File: src/hw/rtl/tcc_pkg.sv
// Shared types, operation codes and constants for the tilt-compensated compass.
// Used by the controller, the datapath and the top level; no dependencies.
`timescale 1ns / 1ps

package tcc_pkg;

   // Operation codes: the controller's state and the datapath's command
   localparam int OpW = 5;
   typedef logic [OpW-1:0] op_type;

   localparam op_type OP_LOAD    = 5'd0;
   localparam op_type OP_SQ_AX   = 5'd1;
   localparam op_type OP_SQ_AY   = 5'd2;
   localparam op_type OP_SQ_AZ   = 5'd3;
   localparam op_type OP_SQ_MX   = 5'd4;
   localparam op_type OP_SQ_MY   = 5'd5;
   localparam op_type OP_SQ_MZ   = 5'd6;
   localparam op_type OP_SUMS    = 5'd7;
   localparam op_type OP_RT_A    = 5'd8;
   localparam op_type OP_RT_M    = 5'd9;
   localparam op_type OP_RT_H    = 5'd10;
   localparam op_type OP_RT_P    = 5'd11;
   localparam op_type OP_RT_WAIT = 5'd12;
   localparam op_type OP_PEAK    = 5'd13;
   localparam op_type OP_XY1     = 5'd14;
   localparam op_type OP_XY2     = 5'd15;
   localparam op_type OP_XY3     = 5'd16;
   localparam op_type OP_XY4     = 5'd17;
   localparam op_type OP_XY5     = 5'd18;
   localparam op_type OP_XY6     = 5'd19;
   localparam op_type OP_XY7     = 5'd20;
   localparam op_type OP_XY8     = 5'd21;
   localparam op_type OP_XY9     = 5'd22;
   localparam op_type OP_XY10    = 5'd23;
   localparam op_type OP_XY11    = 5'd24;
   localparam op_type OP_XY_CHK  = 5'd25;
   localparam op_type OP_CO_P    = 5'd26;
   localparam op_type OP_CO_R    = 5'd27;
   localparam op_type OP_CO_H    = 5'd28;
   localparam op_type OP_CO_WAIT = 5'd29;
   localparam op_type OP_FINISH  = 5'd30;

   // Square root unit: radicand width and one result bit per cycle
   localparam int RootSteps = 28;
   localparam int RadW      = 2 * RootSteps;

   // CORDIC operand and angle widths
   localparam int CordInW = 53;
   localparam int AngW    = 34;
   localparam int RotW    = 34;

   typedef struct packed {
      op_type op;
   } cmd_type;

   typedef struct packed {
      logic root_busy;
      logic cordic_busy;
      logic zero_norm;
      logic xy_zero;
      logic out_free;
   } stat_type;

   // atan(2^-i) in units of 2^32 per turn
   function automatic logic [31:0] atan_lut(input logic [4:0] idx);
      logic [31:0] val;
      case (idx)
         5'd0:    val = 32'h20000000;
         5'd1:    val = 32'h12E4051E;
         5'd2:    val = 32'h09FB385B;
         5'd3:    val = 32'h051111D4;
         5'd4:    val = 32'h028B0D43;
         5'd5:    val = 32'h0145D7E1;
         5'd6:    val = 32'h00A2F61E;
         5'd7:    val = 32'h00517C55;
         5'd8:    val = 32'h0028BE53;
         5'd9:    val = 32'h00145F2E;
         5'd10:   val = 32'h000A2F98;
         5'd11:   val = 32'h000517CC;
         5'd12:   val = 32'h00028BE6;
         5'd13:   val = 32'h000145F3;
         5'd14:   val = 32'h0000A2F9;
         5'd15:   val = 32'h0000517C;
         5'd16:   val = 32'h000028BE;
         5'd17:   val = 32'h0000145F;
         5'd18:   val = 32'h00000A2F;
         5'd19:   val = 32'h00000517;
         5'd20:   val = 32'h0000028B;
         5'd21:   val = 32'h00000145;
         5'd22:   val = 32'h000000A2;
         5'd23:   val = 32'h00000051;
         default: val = 32'h00000000;
      endcase
      return val;
   endfunction

endpackage

File: src/hw/rtl/tcc_ctrl.sv
// Compass sequencer: steps the datapath through one sample word.
// Depends on tcc_pkg for the operation codes and the command/status types.
`timescale 1ns / 1ps

module tcc_ctrl
   import tcc_pkg::*;
(
   input  logic     clock,
   input  logic     reset,
   input  logic     req_valid,
   output logic     req_ready,
   output cmd_type  cmd,
   input  stat_type stat
);

   op_type state_ff, state_in;
   op_type ret_ff, ret_in;

   // next state: straight sequence with early exits to finish, waits on the shared units
   always_comb begin
      state_in = state_ff;
      ret_in   = ret_ff;
      unique case (state_ff)
         OP_LOAD:   if (req_valid) state_in = OP_SQ_AX;
         OP_SQ_AX:  state_in = OP_SQ_AY;
         OP_SQ_AY:  state_in = OP_SQ_AZ;
         OP_SQ_AZ:  state_in = OP_SQ_MX;
         OP_SQ_MX:  state_in = OP_SQ_MY;
         OP_SQ_MY:  state_in = OP_SQ_MZ;
         OP_SQ_MZ:  state_in = OP_SUMS;
         OP_SUMS:   state_in = OP_RT_A;
         OP_RT_A:   begin ret_in = OP_RT_M; state_in = OP_RT_WAIT; end
         OP_RT_M:   begin ret_in = OP_PEAK; state_in = OP_RT_WAIT; end
         OP_RT_H:   begin ret_in = OP_RT_P; state_in = OP_RT_WAIT; end
         OP_RT_P:   begin ret_in = OP_XY1;  state_in = OP_RT_WAIT; end
         OP_RT_WAIT: if (!stat.root_busy) state_in = ret_ff;
         OP_PEAK:   state_in = stat.zero_norm ? OP_FINISH : OP_RT_H;
         OP_XY1:    state_in = OP_XY2;
         OP_XY2:    state_in = OP_XY3;
         OP_XY3:    state_in = OP_XY4;
         OP_XY4:    state_in = OP_XY5;
         OP_XY5:    state_in = OP_XY6;
         OP_XY6:    state_in = OP_XY7;
         OP_XY7:    state_in = OP_XY8;
         OP_XY8:    state_in = OP_XY9;
         OP_XY9:    state_in = OP_XY10;
         OP_XY10:   state_in = OP_XY11;
         OP_XY11:   state_in = OP_XY_CHK;
         OP_XY_CHK: state_in = stat.xy_zero ? OP_FINISH : OP_CO_P;
         OP_CO_P:   begin ret_in = OP_CO_R;   state_in = OP_CO_WAIT; end
         OP_CO_R:   begin ret_in = OP_CO_H;   state_in = OP_CO_WAIT; end
         OP_CO_H:   begin ret_in = OP_FINISH; state_in = OP_CO_WAIT; end
         OP_CO_WAIT: if (!stat.cordic_busy) state_in = ret_ff;
         OP_FINISH: if (stat.out_free) state_in = OP_LOAD;
         default:   state_in = OP_LOAD;
      endcase
   end

   always_ff @(posedge clock) begin
      if (reset) begin
         state_ff <= OP_LOAD;
         ret_ff   <= OP_LOAD;
      end else begin
         state_ff <= state_in;
         ret_ff   <= ret_in;
      end
   end

   assign req_ready = (state_ff == OP_LOAD);
   assign cmd.op    = state_ff;

endmodule

File: config.mk
export PLATFORM = sky130hd
export DESIGN_NAME = tcc_ctrl
export DESIGN_NICKNAME = d
export VERILOG_FILES = /design/src/hw/rtl/tcc_pkg.sv /design/src/hw/rtl/tcc_ctrl.sv
export SDC_FILE = /design/constraint.sdc
export NUM_CORES = 1
export LEC_CHECK = 0
export BUFFER_PORTS_ARGS = -buffer_cell sky130_fd_sc_hd__buf_2
export CAP_MARGIN = 20
export CORE_ASPECT_RATIO = 0.9
export CORE_MARGIN = 3
export CORE_UTILIZATION = 42
export CTS_CLUSTER_SIZE = 28
export DETAILED_ROUTE_END_ITERATION = 16
export HOLD_SLACK_MARGIN = 0.06
export SYNTH_ARGS = -nofsm -noshare
export SYNTH_HDL_FRONTEND = slang
export SYNTH_SLANG_ARGS = --single-unit
File: constraint.sdc
create_clock -name clock -period 1.4 [get_ports clock]
set_input_delay 0.42 -clock clock [delete_from_list [all_inputs] [get_ports clock]]
set_output_delay 0.42 -clock clock [all_outputs]
set_load 0.03 [all_outputs]
======== Word-level counts from Yosys, hierarchy flattened ========
Index checks and enable logic that the tools add are counted.
storage, ports and cells
  flip-flop bits (word level) ............. 10
  latch bits .............................. 0
  memory bits (writable) .................. 0
  bits in read-only memories .............. 0
  input bits .............................. 8
  output and inout bits ................... 6
  word-level logic and storage cells ...... 49
  memories kept ........................... 0
operators by class
  add/subtract/negate cells ............... 0
  multiply operators ...................... 0
  div/mod/pow operators ................... 0
  $lt $le $gt $ge ......................... 0
  equality and inequality tests ........... 34
  shift-type cells ........................ 0
  multiplexer cells ....................... 8
  bitwise logic cells ..................... 0
  reduce and logical (&&, ||, !) cells .... 5
operators with widths
  cell                                                             number
  5-bit case mux with 26 select lines                              1
  5-bit == test, second input constant                             15
  5-bit by 4-bit == test with 1-bit output, second input constant  8
  5-bit case mux with 7 select lines                               1
  5-bit 2-to-1 mux                                                 5
  5-bit by 3-bit == test with 1-bit output, second input constant  4
  5-bit by 2-bit == test with 1-bit output, second input constant  2
  2-bit inequality test, second input constant                     4
  7-bit nonzero test                                               1
  5-bit by 1-bit == test with 1-bit output, second input constant  1
  5-bit logical NOT                                                1
  4-bit AND reduction                                              1
  4-bit OR reduction                                               1
  3-bit 2-to-1 mux                                                 1
  3-bit OR reduction                                               1

======== Logic depth before layout (Yosys ltp) ========
  depth after elaboration ................. 3
  gate-level depth with buffers ........... 7
  depth with buffers taken out ............ 5

======== Worst setup path after synthesis ========
Ideal clock, no wire load.
  path type ............................... reg2out
  from .................................... register state_ff[1] (netlist: cmd[1])
  to ...................................... output port req_ready
  arrival ................................. 1,626 ps
  required time ........................... 980 ps
  path slack .............................. -646 ps
  cell stages (with the launch flop) ...... 4
  buffers on the path ..................... 1
  cell sequence ........................... dfxtp_1 > buf_6 > or3_4 > nor3_1
on the way
  longest elaborated chain between the ends .. 1
ends and longest elaborated chain
  element                 RTL line        RTL
  start, declared         tcc_ctrl.sv:16  op_type state_ff, state_in;
  start signal, assigned  tcc_ctrl.sv:64  state_ff <= state_in;
  5-bit logical NOT       tcc_ctrl.sv:69  assign req_ready = (state_ff == OP_LOAD);
  end, declared           tcc_ctrl.sv:11  output logic req_ready,
No other way between the ends.

======== Worst setup path after layout ========
Same ends and word-level chain as after synthesis.

==> metrics.yaml <==
status: "finished, violations left"
violations: "negative setup slack"
setup_slack_ps: -323
clock_latency_ps: 260
grt_setup_unrepaired: "true"
cts_buffers: 3
worstHoldStart: "reset"
worst-setup-path-type: "flop to output pin"
r2r_start: "cmd[1]$_SDFFE_PP0P_"
finalSetupTns_ps: -1080
slew_viol_final: 0
diodes: 0
die_w_um: 52.5
initial_core_util: 0.467
synthTopCellsByArea: "dfxtp_1 24%, o21ai_0 10%, a21oi_1 6.1%, nand2_1 6.0%, nor2_1 5.5%"
slew_headroom: 0.758
tightest_slew_ps: 362
grt_pass1_wl_um: 3570
hold_viol: 0
firstDrtPassIters: 4
port_buffers: 13
max-clock-path-buffers: 2
num_vias: 908
grt_pass1_vias: 803
layout_commonest_cell: "o21ai_0"
grt.total_usage: 0.195
synth_flop_cell: "dfxtp_1"
end_kind: "output pin"
fin_worst_skew_ps: 9.08
cts.htree.levels: 1
drt_iter0_drc: 23
setup_viol: 6
routed_wl_um: 2310
core-area_mm2: 0.00175
r2r_cells: 7
synth_area_leader_cell: "dfxtp_1"
synth_edf_count: 0
synth-seq-cells: 10
area_delta_synth_final_pct: 28.9
netlist_area_um2: 818
grt_antenna_before_repair: 0
synth_cells: 116
startpoint_type: "flop"
route.detailed.drc: 0
r2r_setup_slack_ps: -230
gp_congestion: 0.817
cts_tree: "built"
reg2reg_to: "cmd[0]$_SDFFE_PP0P_"
cts-root-buf: "clkbuf_4"
hold_buffers: 0
max_cap_violations: 0
yosysSeqAreaShare: 0.245
fmax_mhz: 580
layout-drive-gt1-share: 0.328
synth_nets: 124
cellPowerDensity_mw_per_mm2: 1180
required_ps: 980
io_pins: 14
die_y_um: 47.9
min_delay_worst_endpoint: "cmd[0]$_SDFFE_PP0P_"
yosysTopAreaCellShare: 0.245
dieArea_mm2: 0.00251
cts_sinks: 10
routed_via_density: 5.75
fp-row-count: 14
leakage_uw: 0.000372
min_period_ps: 1720
nFillCells: 179
syn_avg_cell_area_um2: 7.05
worstHoldPathCells: 2
synth_cell_type_count: 35
ir_drop_uv: 752
dp_hpwl_um: 1630
synth_warnings: 0
worstPathArrival_ps: 1300
wl_per_cell_um: 14.6
ant_nets: 0
synth-async-reset-ratio: 0
crit_fanout: 2
clkSlewWorstSetupHoldPaths_ps: 70
whs_ps: 459
hold_class: "input pin to flop"
final_cell_mix: "17 x o21ai_0, 13 x nand2_1, 12 x nor2_1, 12 x buf_4, 9 x a21oi_1"
period_share: 1.23
grt_max_degree: 21
grt-ovfl-total: 0
layout.nets: 143
-- per-stage QoR --
stage	cell area [µm²]	power, µW	setup WS [ps]	instances	utilization
detailed placement	946	907	-83.0	153	0.540
global route	1050	1310	-362	158	0.602
floorplan	838	769	-253	116	-
global placement	946	899	-65.8	153	0.540
finish	1050	1240	-323	158	0.602
CTS	1020	1230	-340	158	0.582
-- flip-flops by register name, summed over array words and instances, names as in the netlist --
signal	count
ret_ff	5
cmd	5
-- synthesized netlist by cell type, types with 2 or more instances --
master    instances
a21oi_1          10
a31oi_1           4
and2_1            2
buf_2             6
buf_4             3
dfxtp_1          10
inv_1             3
mux2i_1           2
nand2_1          13
nand2b_1          4
nand3_1           3
nor2_1           12
nor2b_1           2
nor3_1            3
o21ai_0          17
o22ai_1           3
-- logic make-up (layout without fill, tap and decap cells) --
kind of cell,count (synthesis),count (layout),synth area share
AOI/OAI and AO/OA,45,45,0.341
buffers and inverters,14,32,0.0963
DFF,10,10,0.245
muxes,2,2,0.0245
and+or+nand+nor,45,45,0.294
-- worst max-delay path: stages (launching register included) --
cell     delay (ps)
dfxtp_4         340
or3_4           380
nor3_4          170
buf_6           150
-- timing repair --
action                     4_1_cts  5_1_grt
pin swaps                        3        4
resized for setup                9       11
setup endpoints to repair       10       14
buffers inserted                 1        1
-- per-layer routing --
layer / up-vias / part of all wire / GRT usage
met5: - / 0 / 0
met4: 0 / 0.0048 / 0.0714
met3: 2 / 0.038 / 0.0312
met2: 20 / 0.49 / 0.354
met1: 431 / 0.46 / 0.236
li1: 455 / - / -
-- worst max-delay path by stage --
stage	start	end	slack, ps	cells after the start
2_1_floorplan	cmd[1]$_SDFFE_PP0P_	req_ready	-250	3
3_3_place_gp	cmd[1]$_SDFFE_PP0P_	req_ready	-70	3
3_5_place_dp	cmd[1]$_SDFFE_PP0P_	req_ready	-80	3
4_1_cts	cmd[1]$_SDFFE_PP0P_	req_ready	-340	3
5_1_grt	cmd[1]$_SDFFE_PP0P_	req_ready	-360	3
6_report	cmd[1]$_SDFFE_PP0P_	req_ready	-320	3
-- report_power, final --
group          internal (µW)  switching (µW)
clock                    158            97.5
combinational            293             359
sequential               312            24.9
total                    763             482
-- final cells by class --
cell class	instances	area [µm²]	share of cell area
Sequential cell	10	210	0.199
Tap cell	24	30.0	0.0285
Clock buffer	4	36.3	0.0344
Inverter	3	11.3	0.0107
Timing Repair Buffer	25	190	0.180
Multi-Input combinational cell	92	577	0.547
Power figures use the tool's default switching activity.
